===== config.mk =====
export PLATFORM = sky130hd
export DESIGN_NAME = tiled_rgb5a3_texel_decoder_unit
export DESIGN_NICKNAME = d
export VERILOG_FILES = /design/src/trtd_pkg.sv /design/src/tiled_rgb5a3_texel_decoder_unit.sv
export SDC_FILE = /design/constraint.sdc
export NUM_CORES = 1
export LEC_CHECK = 0
export ABC_AREA = 0
export BUFFER_PORTS_ARGS = -buffer_cell sky130_fd_sc_hd__buf_2
export CAP_MARGIN = 20
export CORE_AREA = 2 2 131 133
export CTS_CLUSTER_DIAMETER = 120
export DETAILED_ROUTE_END_ITERATION = 7
export DIE_AREA = 0 0 133 135
export PLACE_DENSITY = 0.77
export SLEW_MARGIN = 20
export SYNTH_ARGS = -nofsm -noshare
export SYNTH_HDL_FRONTEND = slang
export SYNTH_SLANG_ARGS = --single-unit

===== constraint.sdc =====
create_clock -name i_clk -period 7.5 [get_ports i_clk]
set_input_delay 0.75 -clock i_clk [delete_from_list [all_inputs] [get_ports i_clk]]
set_output_delay 0.75 -clock i_clk [all_outputs]
set_load 0.03 [all_outputs]

===== src/trtd_pkg.sv =====
// Package with the constants, register codes and decode functions of the texel decoder.
package trtd_pkg;

    localparam int TILE_SIZE          = 4;
    localparam int MAX_TILES_PER_SIDE = 256;

    localparam int TEXEL_W  = 16;
    localparam int ARGB_W   = 32;
    localparam int ADDR_W   = 20;
    localparam int TILES_W  = 9;
    localparam int TCNT_W   = 8;
    localparam int POS_W    = 2;
    localparam int COORD_W  = TCNT_W + POS_W;
    localparam int PITCH_W  = TILES_W + POS_W;
    localparam int PROD_W   = COORD_W + PITCH_W;
    localparam int PADDR_W  = 4;
    localparam int PDATA_W  = 32;

    localparam logic [POS_W-1:0]   POS_LAST  = POS_W'(TILE_SIZE - 1);
    localparam logic [TILES_W-1:0] TILES_MAX = TILES_W'(MAX_TILES_PER_SIDE);

    localparam logic [TILES_W-1:0] WIDTH_RESET  = 9'd24;
    localparam logic [TILES_W-1:0] HEIGHT_RESET = 9'd8;

    typedef enum logic [1:0] {
        REG_WIDTH_TILES  = 2'd0,
        REG_HEIGHT_TILES = 2'd1,
        REG_FORCE_OPAQUE = 2'd2
    } t_reg_idx;

    // A size of zero is used as one tile, a size above the maximum as the maximum.
    function automatic logic [TILES_W-1:0] clamp_tiles(input logic [TILES_W-1:0] v);
        logic [TILES_W-1:0] res;
        if (v == '0) begin
            res = TILES_W'(1);
        end else if (v > TILES_MAX) begin
            res = TILES_MAX;
        end else begin
            res = v;
        end
        return res;
    endfunction

    // Expands one RGB5A3 texel to ARGB8888 by bit replication.
    function automatic logic [ARGB_W-1:0] decode_texel(input logic [TEXEL_W-1:0] t,
                                                       input logic force_opaque);
        logic [7:0] a;
        logic [7:0] r;
        logic [7:0] g;
        logic [7:0] b;
        if (t[15]) begin
            r = {t[14:10], t[14:12]};
            g = {t[9:5], t[9:7]};
            b = {t[4:0], t[4:2]};
            a = 8'hff;
        end else begin
            r = {t[11:8], t[11:8]};
            g = {t[7:4], t[7:4]};
            b = {t[3:0], t[3:0]};
            a = {t[14:12], t[14:12], t[14:13]};
        end
        if (force_opaque) begin
            a = 8'hff;
        end
        return {a, r, g, b};
    endfunction

endpackage


===== src/tiled_rgb5a3_texel_decoder_unit.sv =====
// Top level of the tiled RGB5A3 texel decoder: position counters, decode and address pipeline.
// Two-stage pipeline: a result passes the input register, then the result register.
// Throughput: one texel per cycle while the output is not stalled.
// The input side keeps accepting while a result waits, until both stages hold an item.
// Reset (synchronous, active low) clears the pipeline valid bits and the tile counters and
// loads the size registers with 24 by 8 tiles and force-opaque set.
module tiled_rgb5a3_texel_decoder_unit
    import trtd_pkg::*;
(
    input  logic               i_clk,
    input  logic               i_rst_n,
    // Texel input channel.
    input  logic               i_valid,
    output logic               o_ready,
    input  logic [TEXEL_W-1:0] i_texel,
    // Pixel output channel.
    output logic               o_valid,
    input  logic               i_ready,
    output logic [ARGB_W-1:0]  o_argb,
    output logic [ADDR_W-1:0]  o_pixel_address,
    output logic               o_last_pixel,
    // Configuration port.
    input  logic               psel,
    input  logic               penable,
    input  logic               pwrite,
    input  logic [PADDR_W-1:0] paddr,
    input  logic [PDATA_W-1:0] pwdata,
    output logic [PDATA_W-1:0] prdata,
    output logic               pready
);

    // Configuration registers.
    logic [TILES_W-1:0] r_width_tiles;
    logic [TILES_W-1:0] r_height_tiles;
    logic               r_force_opaque;

    // Position counters: where the next accepted texel lands in the image.
    logic [POS_W-1:0]  r_col_in_tile, n_col_in_tile;
    logic [POS_W-1:0]  r_row_in_tile, n_row_in_tile;
    logic [TCNT_W-1:0] r_tile_column, n_tile_column;
    logic [TCNT_W-1:0] r_tile_row,    n_tile_row;

    // Stage one holds the texel with its raster row, column and last flag.
    logic               r_s1_valid;
    logic [TEXEL_W-1:0] r_s1_texel;
    logic [COORD_W-1:0] r_s1_row;
    logic [COORD_W-1:0] r_s1_col;
    logic               r_s1_last;

    // Stage two is the result register that drives the output channel.
    logic               r_s2_valid;
    logic [ARGB_W-1:0]  r_s2_argb;
    logic [ADDR_W-1:0]  r_s2_addr;
    logic               r_s2_last;

    logic               w_cfg_write;
    t_reg_idx           w_cfg_idx;
    logic [TILES_W-1:0] w_width;
    logic [TILES_W-1:0] w_height;
    logic               w_in_xfer;
    logic               w_s2_load;
    logic               w_s1_load;
    logic               w_tile_end;
    logic               w_col_done;
    logic               w_row_done;
    logic               w_last;
    logic [PITCH_W-1:0] w_pitch;
    logic [PROD_W-1:0]  w_prod;
    logic [ADDR_W-1:0]  w_addr;

    // The APB port never stalls; a write lands in the access cycle.
    assign pready      = 1'b1;
    assign w_cfg_write = psel && penable && pwrite && pready;
    assign w_cfg_idx   = t_reg_idx'(paddr[PADDR_W-1:2]);

    always_ff @(posedge i_clk) begin
        if (!i_rst_n) begin
            r_width_tiles  <= WIDTH_RESET;
            r_height_tiles <= HEIGHT_RESET;
            r_force_opaque <= 1'b1;
        end else if (w_cfg_write) begin
            unique case (w_cfg_idx)
                REG_WIDTH_TILES:  r_width_tiles  <= pwdata[TILES_W-1:0];
                REG_HEIGHT_TILES: r_height_tiles <= pwdata[TILES_W-1:0];
                REG_FORCE_OPAQUE: r_force_opaque <= pwdata[0];
                default: ;
            endcase
        end
    end

    // Reads return the stored value, so an out-of-range size reads back as written.
    always_comb begin
        unique case (w_cfg_idx)
            REG_WIDTH_TILES:  prdata = PDATA_W'(r_width_tiles);
            REG_HEIGHT_TILES: prdata = PDATA_W'(r_height_tiles);
            REG_FORCE_OPAQUE: prdata = PDATA_W'(r_force_opaque);
            default:          prdata = '0;
        endcase
    end

    // The clamped sizes are what the counters and the address use.
    assign w_width  = clamp_tiles(r_width_tiles);
    assign w_height = clamp_tiles(r_height_tiles);

    // Handshake: the result register loads when it is empty or being emptied, and
    // stage one moves on whenever the result register takes its item.
    assign w_s2_load = !r_s2_valid || i_ready;
    assign w_s1_load = !r_s1_valid || w_s2_load;
    assign o_ready   = w_s1_load;
    assign w_in_xfer = i_valid && o_ready;

    // A tile counter that already stands at or past a shrunk size counts as done,
    // so it wraps at the next tile boundary.
    assign w_tile_end = (r_col_in_tile == POS_LAST) && (r_row_in_tile == POS_LAST);
    assign w_col_done = ({1'b0, r_tile_column} + TILES_W'(1)) >= w_width;
    assign w_row_done = ({1'b0, r_tile_row} + TILES_W'(1)) >= w_height;
    assign w_last     = w_tile_end && w_col_done && w_row_done;

    // Counter step: column in tile, then row in tile, then tile column, then tile row.
    always_comb begin
        n_col_in_tile = r_col_in_tile;
        n_row_in_tile = r_row_in_tile;
        n_tile_column = r_tile_column;
        n_tile_row    = r_tile_row;
        if (w_last) begin
            n_col_in_tile = '0;
            n_row_in_tile = '0;
            n_tile_column = '0;
            n_tile_row    = '0;
        end else if (r_col_in_tile != POS_LAST) begin
            n_col_in_tile = r_col_in_tile + POS_W'(1);
        end else begin
            n_col_in_tile = '0;
            if (r_row_in_tile != POS_LAST) begin
                n_row_in_tile = r_row_in_tile + POS_W'(1);
            end else begin
                n_row_in_tile = '0;
                if (!w_col_done) begin
                    n_tile_column = r_tile_column + TCNT_W'(1);
                end else begin
                    n_tile_column = '0;
                    if (!w_row_done) begin
                        n_tile_row = r_tile_row + TCNT_W'(1);
                    end else begin
                        n_tile_row = '0;
                    end
                end
            end
        end
    end

    always_ff @(posedge i_clk) begin
        if (!i_rst_n) begin
            r_col_in_tile <= '0;
            r_row_in_tile <= '0;
            r_tile_column <= '0;
            r_tile_row    <= '0;
        end else if (w_in_xfer) begin
            r_col_in_tile <= n_col_in_tile;
            r_row_in_tile <= n_row_in_tile;
            r_tile_column <= n_tile_column;
            r_tile_row    <= n_tile_row;
        end
    end

    // Stage one captures the texel and its image position at the input transfer.
    always_ff @(posedge i_clk) begin
        if (!i_rst_n) begin
            r_s1_valid <= 1'b0;
        end else if (w_s1_load) begin
            r_s1_valid <= i_valid;
        end
    end

    always_ff @(posedge i_clk) begin
        if (w_in_xfer) begin
            r_s1_texel <= i_texel;
            r_s1_row   <= {r_tile_row, r_row_in_tile};
            r_s1_col   <= {r_tile_column, r_col_in_tile};
            r_s1_last  <= w_last;
        end
    end

    // Raster address: row times the padded width in texels plus column, kept to 20 bits.
    // Change configuration only while the pipeline is empty; the block does not enforce this.
    assign w_pitch = {w_width, POS_W'(0)};
    assign w_prod  = PROD_W'(r_s1_row) * PROD_W'(w_pitch);
    assign w_addr  = ADDR_W'(w_prod + PROD_W'(r_s1_col));

    always_ff @(posedge i_clk) begin
        if (!i_rst_n) begin
            r_s2_valid <= 1'b0;
        end else if (w_s2_load) begin
            r_s2_valid <= r_s1_valid;
        end
    end

    always_ff @(posedge i_clk) begin
        if (w_s2_load && r_s1_valid) begin
            r_s2_argb <= decode_texel(r_s1_texel, r_force_opaque);
            r_s2_addr <= w_addr;
            r_s2_last <= r_s1_last;
        end
    end

    assign o_valid         = r_s2_valid;
    assign o_argb          = r_s2_argb;
    assign o_pixel_address = r_s2_addr;
    assign o_last_pixel    = r_s2_last;

endmodule


# Yosys cells after proc, flatten, opt, wreduce, memory -nomap -nowiden
# Cells that the tools add are included.
totals:
  output_inout_bits: 88
  wordCells: 81
  in_bits: 59
  register_bits: 131
classes:
  n_lt_le_gt_ge: 4
  n_mul: 1
  n_addsub: 7
  eq_ne: 8
  mux: 22
  n_reduce_logical: 22
op_table:
  columns: ["op", "count"]
  rows:
  - ["2-to-1 mux 8 bit", 12]
  - ["2-to-1 mux 9 bit", 4]
  - ["one-hot mux 9 bit (3 select lines)", 1]
  - ["adder 20 x 10 -> 20 bit", 1]
  - ["adder 8 x 1 -> 9 bit, second input constant", 2]
  - ["greater-or-equal comparator 9 bit", 2]
  - ["greater-than comparator 9 bit, second input constant", 2]
  - ["logical NOT 9 bit", 2]
  - ["multiplier 10 x 9 -> 18 bit", 1]
  - ["adder 8 x 1 -> 8 bit, second input constant", 2]
  - ["2-to-1 mux 2 bit", 5]
  - ["!= test 2 bit, second input constant", 4]
  - ["AND reduction 2 bit", 4]
  - ["logical AND 1 bit", 7]
  - ["equality test 2 bit, second input constant", 3]
  - ["adder 2 x 1 -> 2 bit, second input constant", 2]
  - ["AND reduction 4 bit", 1]
  - ["AND reduction 3 bit", 1]
  - ["equality test 2 x 1 -> 1 bit, second input constant", 1]
  - ["logical NOT 1 bit", 2]
  - ["logical NOT 2 bit", 1]
  - ["logical OR 1 bit", 2]
  - ["nonzero test 2 bit", 1]
  - ["OR reduction 2 bit", 1]

# Longest topological paths before layout
# Gate-level depths: netlist of the first run.
depth:
  depth_word: 9
  depth_mapped: 24
  depth_no_buf: 23

# Least setup slack after synthesis of the first run
# No wires, ideal clock.
synth_path:
  kind: "register to register"
  startpoint: "register r_width_tiles[8]"
  endpoint: "register r_s2_addr[18] (netlist: o_pixel_address[18]), data pin"
  required_time_ns: 7.237
  setup_time_ns: 0.263
  synth_period_minus_slack_ns: 5.221
  path_slack_ns: 2.279
  n_path_buf: 3
  path_stages_with_launch: 20
  t_arrival_ns: 4.957
  cell_sequence: "dfxtp_1 -> clkbuf_1 -> nor2b_1 -> clkbuf_1 -> and2_1 -> fa_1 -> fa_1 -> fa_1 -> inv_1 -> fa_1 -> inv_1 -> ha_1 -> buf_2 -> a21oi_1 -> o211ai_2 -> a2111oi_2 -> nor3_4 -> xnor2_2 -> nor4_2 -> xnor2_1"
synth_between:
  elab_chain_len: 5
  word_cells_on_any_way: 6
synth_rtl:
  columns: ["element", "line_no", "text"]
  rows:
  - ["start, declared", "tiled_rgb5a3_texel_decoder_unit.sv:33", "logic [TILES_W-1:0] r_width_tiles;"]
  - ["start signal, assigned", "tiled_rgb5a3_texel_decoder_unit.sv:83", "REG_WIDTH_TILES: r_width_tiles <= pwdata[TILES_W-1:0];"]
  - ["greater-than comparator 9 bit", "trtd_pkg.sv:36", "end else if (v > TILES_MAX) begin"]
  - ["2-to-1 mux 9 bit", "trtd_pkg.sv:36", null]
  - ["2-to-1 mux 9 bit *", "trtd_pkg.sv:34", "if (v == '0) begin"]
  - ["multiplier 10 x 9 -> 18 bit *", "tiled_rgb5a3_texel_decoder_unit.sv:187", "assign w_prod = PROD_W'(r_s1_row) * PROD_W'(w_pitch);"]
  - ["adder 20 x 10 -> 20 bit *", "tiled_rgb5a3_texel_decoder_unit.sv:188", "assign w_addr = ADDR_W'(w_prod + PROD_W'(r_s1_col));"]
  - ["via w_addr[18]", "tiled_rgb5a3_texel_decoder_unit.sv:69", "logic [ADDR_W-1:0] w_addr;"]
  - ["end signal, assigned", "tiled_rgb5a3_texel_decoder_unit.sv:201", "r_s2_addr <= w_addr;"]
  - ["end, declared", "tiled_rgb5a3_texel_decoder_unit.sv:53", "logic [ADDR_W-1:0] r_s2_addr;"]
# Mark *: on every way through the listed nets, which the timed path passes. The rest lies on a longest branch.
# A chain may end at the register's enable or synchronous reset.

# Final worst setup path of the first run
layout_path:
  startpoint: "register r_width_tiles[5]"
  endpoint: "register r_s2_addr[19] (netlist: o_pixel_address[19]), data pin"
# Same word-level chain as after synthesis.

==> results of run 1 <==
[where the power goes]
group	switching, uW	internal (uW)	leakage (uW)
clock network	318	459	0.000269
registers	17.4	778	0.00115
logic	169	88.8	0.00323
[logic make-up (layout without fill, tap and decap cells)]
group	count (synthesis)	after routing	synth area share
AO/OA/AOI/OAI	91	91	0.0720
XOR/XNOR	50	50	0.0515
adder cells (fa/ha/maj)	126	126	0.224
buffers and inverters	155	233	0.0774
flip-flops	126	126	0.378
multiplexers	27	27	0.0303
other	2	24	0.000841
AND/OR/NAND/NOR	301	301	0.166
[worst min-delay path by stage]
stage,cells after the start,end
detailed placement,0,o_last_pixel
global placement,0,o_pixel_address[1]
finish,0,o_pixel_address[1]
global route,0,o_pixel_address[0]
CTS,0,o_pixel_address[1]
floorplan,0,o_last_pixel
[critical path: cells and delay by family (launching register included)]
family                   cells  cell delay (ns)
adder cells (fa/ha/maj)      7             2.47
AND/OR/NAND/NOR              5             1.60
AO/OA/AOI/OAI                5             0.84
flip-flops                   1             0.36
XOR/XNOR                     2             0.27
buffers and inverters        4             0.24
[flip-flops by register name, summed over array words and instances (netlist names)]
register / count
r_height_tiles: 9
r_tile_column: 8
r_tile_row: 8
r_s1_texel: 16
r_row_in_tile: 2
o_argb: 27
o_valid: 1
r_width_tiles: 9
r_s1_row: 10
r_col_in_tile: 2
o_last_pixel: 1
o_pixel_address: 20
r_force_opaque: 1
r_s1_last: 1
r_s1_col: 10
r_s1_valid: 1
[per-stage QoR]
step / hold slack (ns) / utilization / std cells
2_1_floorplan: 0.400 / - / 900
3_5_place_dp: 0.408 / 0.579 / 1166
3_3_place_gp: 0.403 / 0.579 / 1166
4_1_cts: 0.431 / 0.613 / 1198
5_1_grt: 0.441 / 0.613 / 1198
6_report: 0.429 / 0.613 / 1198
[area by class of cell]
| cell class | instances | share of cell area |
|---|---|---|
| clock inverters | 15 | 0.0136 |
| multi-input cells | 619 | 0.493 |
| flip-flops and latches | 126 | 0.335 |
| well taps | 220 | 0.0274 |
| inverters | 99 | 0.0369 |
| clock buffers | 17 | 0.0423 |
| repair buffers | 102 | 0.0520 |
[metal layers]
metal / wire length [um] / vias up
li1: - / 3039
met1: 7600 / 2890
met2: 8360 / 177
met3: 826 / 24
met4: 280 / 0
met5: 0 / -
[synthesized netlist by cell type (4+ instances only)]
master / instances / area share
buf_1: 8 / 0.0034
nand2_1: 116 / 0.049
buf_4: 29 / 0.024
a21o_1: 8 / 0.0067
and3_1: 8 / 0.0056
and2_1: 49 / 0.034
ha_1: 69 / 0.097
a21oi_1: 33 / 0.018
nor4_1: 4 / 0.0028
nor2b_1: 11 / 0.0077
inv_1: 98 / 0.041
xor2_1: 13 / 0.013
o211ai_1: 6 / 0.0050
nand2b_1: 15 / 0.011
nor3b_1: 6 / 0.0050
or3_1: 4 / 0.0028
a32o_1: 5 / 0.0056
edfxtp_1: 85 / 0.29
nor2_1: 53 / 0.022
nor3_1: 7 / 0.0039
xnor2_1: 34 / 0.033
nand3_1: 14 / 0.0078
clkbuf_1: 18 / 0.0076
mux2i_1: 27 / 0.030
o21ai_0: 14 / 0.0078
dfxtp_1: 41 / 0.092
fa_1: 57 / 0.13
==> flow_summary.yaml, run 1 <==
run_status:
  outcome: "finished clean"
sta:
  fin_crit_ns: 6.05
  worst_clock_skew_ns: 0.00699
  finalSetupViolations: 0
  worst_slew_pin_slew_ns: 0.909
  slew_headroom: 0.394
  slew_viol_final: 0
  hold_viol: 0
  setup_ws_ns: 1.45
  fin_tns_setup_ns: 0
  rsz0062_at_grt: "false"
  fmax_mhz: 165
  fin_crit_sh: 0.807
finish:
  area_growth_pct: 12.6
  mostFrequentLayoutCells: "nand2_1, inv_1, buf_2"
  fill_cells: 1291
  drive_gt1_frac: 0.158
  fin_area_um2: 10100
  nNetsFinal: 1150
  regArea_um2: 3370
  multiInputGateArea_um2: 4960
  final_common_cell: "nand2_1"
  diodes: 0
setup_path:
  startpoint: "r_width_tiles[5]"
  end_kind: "flip-flop"
  crit_path_max_incr_delay_ns: 0.65
  worstPathArrival_ns: 6.22
  r2r-end: "o_pixel_address[19]"
  worstSetupPathType: "flip-flop to flip-flop"
  path_max_fanout: 11
  reg2reg_slack_ns: 1.45
  timing.rr.start: "r_width_tiles[5]"
  startpoint_type: "flip-flop"
  cp_cell_sequence: "nor4_1 -> a21oi_1 -> nor2_1 -> nand2_1 -> fa_1 -> inv_1 -> ha_1 -> ha_1 -> inv_1 -> fa_1 -> inv_1 -> ha_1 -> inv_1 -> fa_1 -> xnor2_1 -> ha_1 -> o21ai_0 -> a21oi_1 -> o211a_1 -> o21a_1 -> nand3_2 -> nor4_2 -> xnor2_1"
  critPathCapture: "o_pixel_address[19]"
  cp.required_ns: 7.67
  cp_slowest_cell: "nor2_1"
  rr_worst_depth: 23
cts:
  numCtsBuffers: 17
  cts_max_level: 4
  cts_tree: "done"
  cts_resized: 0
  cts_hold_buf: 0
  cts.sinks: 126
  cts_root_buf: "clkbuf_16"
  cts_buffer_depth: 2
  cts_setup_buffers: 0
  cts.reportedPaths.clkPinSlew_ns: 0.06
  clock_latency_ns: 0.42
power:
  ir_worst_vdd_mv: 0.176
  power_density_nw_per_um2: 182
  p_leak_uw: 0.00465
  total_power_uw: 1830
global_route:
  overflow: 0
  gr-usage-met3: 0.0357
  antenna_found_initial: 0
  globalRouteMet2Util: 0.337
  met1_usage: 0.258
  grt_pass1_vias: 5976
  grt_pass1_wl_um: 28500
  grtUsageTotal: 0.199
  grt.busiest_layer: "met2"
  grt_max_degree: 49
placement:
  hpwl_um: 12300
  gp_congestion: 0.848
  io_buffers: 97
  post_dp_cell_area_um2: 9500
  post-place-ws_ns: 1.46
floorplanning:
  io_pins: 147
  rows: 47
  initial_core_util: 0.544
  dieWidth_um: 133
  die_y_um: 135
  coreArea_um2: 16400
  die_area_um2: 18000
yosys:
  synth_edf_count: 85
  synth_area_um2: 8930
  yosysWarnings: 0
  synth-main-ff-cell: "edfxtp_1"
  ys_seq_elements: 126
  seq_area_frac_synth: 0.378
  postSynthAreaPerCell_um2: 10.2
  synth-async-reset-ratio: 0
  synth_cell_types: 60
  netlist_instances: 878
route:
  dr.pass1.iters: 5
  routed_wl_um: 17100
  vias: 6130
  drt_iter0_markers: 307
  drc: 0
  ant_nets: 0
  wl_per_cell_um: 14.2
  post_drt_via_cell_ratio: 5.12
run:
  maxCapViolations: 0
min_path:
  hold_start: "r_s1_col[1]"
  hp-class: "flip-flop to flip-flop"
(Power assumes the default switching activity.)
==> run 2: changes to the inputs <==
==> constraint.sdc (replaced) <==
create_clock -name i_clk -period 6.1 [get_ports i_clk]
set_input_delay 0.61 -clock i_clk [delete_from_list [all_inputs] [get_ports i_clk]]
set_output_delay 0.61 -clock i_clk [all_outputs]
set_load 0.03 [all_outputs]
==> run 2 against run 1 <==
Net effect:
- utilization rose by 0.68 points
- sequential cell count is the same
- first-iteration DRC count fell by 6.5%
- critical endpoint unchanged
==> flow_summary.yaml, run 2 (same netlist as run 1, synthesis figures left out) <==
run_status:
  outcome: "finished clean"
setup_path:
  worstSetupPathType: "flip-flop to flip-flop"
  cp_common_cell: "fa_1"
  reg2reg_slack_ns: 0.36
  timing.rr.start: "r_width_tiles[8]"
  rr_worst_depth: 16
  r2r-end: "o_pixel_address[19]"
  critPathCapture: "o_pixel_address[19]"
  path_max_fanout: 11
  cp.required_ns: 6.26
  crit_path_max_incr_delay_ns: 0.63
  startpoint_type: "flip-flop"
  cp_cell_sequence: "nor2b_1 -> and2_1 -> fa_1 -> fa_1 -> fa_1 -> inv_1 -> fa_1 -> inv_1 -> ha_1 -> a21oi_1 -> o211ai_2 -> a2111oi_2 -> nor3_4 -> xnor2_2 -> nor4_2 -> xnor2_1"
  startpoint: "r_width_tiles[8]"
  end_kind: "flip-flop"
  worstPathArrival_ns: 5.89
  cp_slowest_cell: "nor2b_1"
sta:
  fin_crit_sh: 0.940
  hold_viol: 0
  worst_clock_skew_ns: 0.0102
  fin_crit_ns: 5.74
  finalSetupViolations: 0
  fmax_mhz: 174
  slew_headroom: 0.360
  slew_viol_final: 0
  fin_tns_setup_ns: 0
  setup_ws_ns: 0.363
  rsz0062_at_grt: "false"
  worst_slew_pin_slew_ns: 0.959
route:
  drc: 0
  vias: 6141
  routed_wl_um: 16800
  ant_nets: 0
  post_drt_via_cell_ratio: 5.09
  dr.pass1.iters: 5
  drt_iter0_markers: 287
  wl_per_cell_um: 13.9
finish:
  fin_area_um2: 10200
  final_cell_count_no_fill: 1206
  drive_gt1_frac: 0.167
  nNetsFinal: 1158
  final_common_cell: "nand2_1"
  largest_register_ffs: 27
  mostFrequentLayoutCells: "nand2_1, inv_1, buf_2"
  area_growth_pct: 13.9
  fin_util: 0.620
  diodes: 0
cts:
  cts_root_buf: "clkbuf_16"
  cts.sinks: 126
  cts.reportedPaths.clkPinSlew_ns: 0.06
  cts_max_level: 4
  clock_latency_ns: 0.41
  numCtsBuffers: 17
  cts_tree: "done"
  cts_buffer_depth: 2
power:
  p_leak_uw: 0.00472
  ir_worst_vdd_mv: 0.196
  power_density_nw_per_um2: 229
floorplanning:
  io_pins: 147
  initial_core_util: 0.544
  die_y_um: 135
  rows: 47
  dieWidth_um: 133
  coreArea_um2: 16400
  die_area_um2: 18000
global_route:
  antenna_found_initial: 0
  overflow: 0
  grt_pass1_wl_um: 28200
  grt_pass1_vias: 6066
  grtUsageTotal: 0.196
  grt_max_degree: 49
placement:
  placed_cells: 1174
  gp_congestion: 0.836
  post-place-ws_ns: 0.256
  io_buffers: 97
  hpwl_um: 12500
  post_dp_cell_area_um2: 9560
run:
  maxCapViolations: 0
min_path:
  hp-class: "primary input to flip-flop"
-- run 2: final cells by class --
cell class,instances,area [um2]
fill,1306,6230
multi-input combinational,619,4960
sequential,126,3370
timing repair buffer,110,583
clock buffer,17,425
inverter,99,372
tap,220,275
clock inverter,15,185
-- run 2: worst max-delay path, delay by kind of cell, from the launching register on --
family                   cells  cell delay, ns
AO/OA/AOI/OAI                3            0.91
XOR/XNOR                     2            0.30
buffers and inverters        2            0.11
adder cells (fa/ha/maj)      5            2.41
flip-flops                   1            0.46
AND/OR/NAND/NOR              4            1.29
-- run 2: metrics by stage --
step	hold WS, ns	total power, uW
2_1_floorplan	0.400	1250
3_3_place_gp	0.403	1300
3_5_place_dp	0.405	1310
4_1_cts	0.341	2350
5_1_grt	0.344	2430
6_report	0.366	2330
-- run 2: layer usage --
layer,wire [um],global-route usage,vias up
met5,0,0,-
met4,114,0.0496,0
met3,716,0.0469,6
met2,8300,0.334,130
met1,7640,0.254,2947
li1,-,-,3058
-- run 2: worst min-delay path by stage --
stage | endpoint | slack (ns) | startpoint | depth (start not counted)
4_1_cts | r_s1_texel[11] | 0.34 | i_texel[11] | 1
3_5_place_dp | o_pixel_address[1] | 0.41 | r_s1_col[1] | 0
6_report | r_s1_texel[11] | 0.37 | i_texel[11] | 1
2_1_floorplan | o_last_pixel | 0.40 | r_s1_last | 0
3_3_place_gp | o_pixel_address[1] | 0.40 | r_s1_col[1] | 0
5_1_grt | r_s1_texel[11] | 0.34 | i_texel[11] | 1
-- run 2: where the power goes --
group          total [uW]  switching, uW  internal (uW)
clock                1030            385            648
combinational         318            207            112
sequential            977           20.7            957
-- run 2: timing repair --
| action | CTS | global route |
|---|---|---|
| endpoints found under the setup margin | 0 | 3 |
| buffers inserted | 0 | 0 |
| hold buffers | 0 | 0 |
| resized for setup | 0 | 1 |
==> run 3: changes to the inputs <==
--- a/config.mk
+++ b/config.mk
@@ -7,12 +7,12 @@
 export LEC_CHECK = 0
 export ABC_AREA = 0
 export BUFFER_PORTS_ARGS = -buffer_cell sky130_fd_sc_hd__buf_2
-export CAP_MARGIN = 20
+export CAP_MARGIN = 30
 export CORE_AREA = 2 2 131 133
 export CTS_CLUSTER_DIAMETER = 120
 export DETAILED_ROUTE_END_ITERATION = 7
 export DIE_AREA = 0 0 133 135
-export PLACE_DENSITY = 0.77
+export PLACE_DENSITY = 0.83
 export SLEW_MARGIN = 20
 export SYNTH_ARGS = -nofsm -noshare
 export SYNTH_HDL_FRONTEND = slang
==> constraint.sdc (replaced) <==
create_clock -name i_clk -period 6.3 [get_ports i_clk]
set_input_delay 0.63 -clock i_clk [delete_from_list [all_inputs] [get_ports i_clk]]
set_output_delay 0.63 -clock i_clk [all_outputs]
set_load 0.03 [all_outputs]
==> run 3 against run 2 <==
Net effect:
- first-iteration DRC count up 57%
- power shrank 3.3%
- clock skew about the same
- largest cell class unchanged
==> flow_summary.yaml, run 3 (same netlist as run 1, synthesis figures left out) <==
run_status:
  outcome: "finished clean"
cts:
  cts_buffer_depth: 2
  cts_root_buf: "clkbuf_16"
  cts_tree: "done"
  clock_latency_ns: 0.42
  cts_max_level: 4
  cts.sinks: 126
  cts_hold_buf: 0
  numCtsBuffers: 17
  cts_resized: 0
  cts_setup_buffers: 0
  cts.reportedPaths.clkPinSlew_ns: 0.06
finish:
  multiInputGateArea_um2: 4970
  area_growth_pct: 13.5
  drive_gt1_frac: 0.166
  fill_cells: 1256
  fin_area_um2: 10100
  final_common_cell: "nand2_1"
  largest_register_ffs: 27
  diodes: 0
  regArea_um2: 3370
  mostFrequentLayoutCells: "nand2_1, inv_1, buf_2"
  nNetsFinal: 1154
  fin_util: 0.618
  final_cell_count_no_fill: 1202
sta:
  fmax_mhz: 173
  hold_viol: 0
  slew_viol_final: 0
  fin_tns_setup_ns: 0
  fin_crit_ns: 5.78
  finalSetupViolations: 0
  worst_clock_skew_ns: 0.0105
  rsz0062_at_grt: "false"
  fin_crit_sh: 0.918
  worst_slew_pin_slew_ns: 0.906
  hold-worst-slack_ns: 0.380
  slew_headroom: 0.395
placement:
  hpwl_um: 12600
  gp_congestion: 0.826
  placed_cells: 1170
  post_dp_cell_area_um2: 9530
  io_buffers: 97
setup_path:
  crit_path_max_incr_delay_ns: 0.72
  path_max_fanout: 21
  r2r-end: "o_pixel_address[19]"
  cp_slowest_cell: "nor2b_1"
  timing.rr.start: "r_width_tiles[8]"
  cp_cell_sequence: "nor2b_1 -> and2_1 -> fa_1 -> fa_1 -> fa_1 -> inv_1 -> fa_1 -> inv_1 -> ha_1 -> a21oi_1 -> o211ai_2 -> a2111oi_2 -> nor3_4 -> xnor2_2 -> nor4_2 -> xnor2_1"
  reg2reg_slack_ns: 0.52
  cp_top_family: "adder cells"
  rr_worst_depth: 16
  cp_common_cell: "fa_1"
  worstPathArrival_ns: 5.95
  cp.required_ns: 6.46
  worstSetupPathType: "flip-flop to flip-flop"
  crit_buf_inv: 2
  startpoint_type: "flip-flop"
  end_kind: "flip-flop"
power:
  p_leak_uw: 0.00469
  ir_worst_vdd_mv: 0.197
  power_density_nw_per_um2: 222
floorplanning:
  rows: 47
  die_y_um: 135
  dieWidth_um: 133
  coreArea_um2: 16400
  io_pins: 147
  die_area_um2: 18000
  initial_core_util: 0.544
route:
  post_drt_via_cell_ratio: 5.26
  drt_iter0_markers: 451
  drc: 0
  dr.pass1.iters: 5
  routed_wl_um: 18000
  wl_per_cell_um: 15.0
  vias: 6318
  ant_nets: 0
run:
  maxCapViolations: 0
min_path:
  hold_start: "i_texel[12]"
  hold_end: "r_s1_texel[12]"
  hp-class: "primary input to flip-flop"
  holdPathStages: 1
global_route:
  grtUsageTotal: 0.210
  grt_pass1_vias: 6310
  antenna_found_initial: 0
  grt_max_degree: 49
  grt_pass1_wl_um: 30000
  overflow: 0
## run 3: changes by cell type in the layout (fill, tap and decap cells not counted), sizes merged
cell | before | now
buf | 110 | 106
clkinv | 6 | 3
inv | 103 | 106
bufinv | 3 | 2
clkinvlp | 2 | 3
## run 3: stage by stage
step           setup slack [ns]  total power, uW
6_report                  0.518             2250
5_1_grt                   0.119             2330
4_1_cts                   0.132             2260
3_5_place_dp              0.278             1270
3_3_place_gp              0.396             1260
2_1_floorplan              1.08             1210
## run 3: layout make-up
| type | count | share of cell area |
|---|---|---|
| Clock buffer | 17 | 0.0419 |
| Multi-Input combinational cell | 619 | 0.490 |
| Sequential cell | 126 | 0.333 |
| Timing Repair Buffer | 106 | 0.0545 |
| Inverter | 99 | 0.0366 |
| Tap cell | 220 | 0.0271 |
| Clock inverter | 15 | 0.0173 |
## run 3: how the worst max path moves through the flow
stage | cells past startpoint | from | end | slack (ns)
final | 16 | r_width_tiles[8] | o_pixel_address[19] | 0.52
after global routing | 23 | r_width_tiles[5] | o_pixel_address[19] | 0.12
after CTS | 23 | r_width_tiles[4] | o_pixel_address[19] | 0.13
after detailed placement | 23 | r_width_tiles[5] | o_pixel_address[19] | 0.28
after global placement | 19 | r_width_tiles[5] | o_pixel_address[18] | 0.40
after floorplan | 19 | r_width_tiles[8] | o_pixel_address[18] | 1.08
## run 3: worst register-to-register path: cells and delay by family (launching register included)
kind / cells / cell delay [ns]
simple gates: 4 / 1.37
xor+xnor: 2 / 0.27
compound gates: 3 / 0.91
buf+inv: 2 / 0.11
fa+ha+maj: 5 / 2.38
flops: 1 / 0.47
## run 3: report_power, final
part	total (uW)	internal, uW	switching, uW
Clock	992	595	397
Combinational	311	108	203
Sequential	948	926	21.9
## run 3: layer usage
layer  part of all wire  wire length, um  track usage  vias up
met4              0.018              329       0.0842        0
met3              0.052              941       0.0477       34
li1                   -                -            -     3050
met2               0.50             9050        0.360      184
met1               0.43             7690        0.260     3050
met5                  0                0            0        -
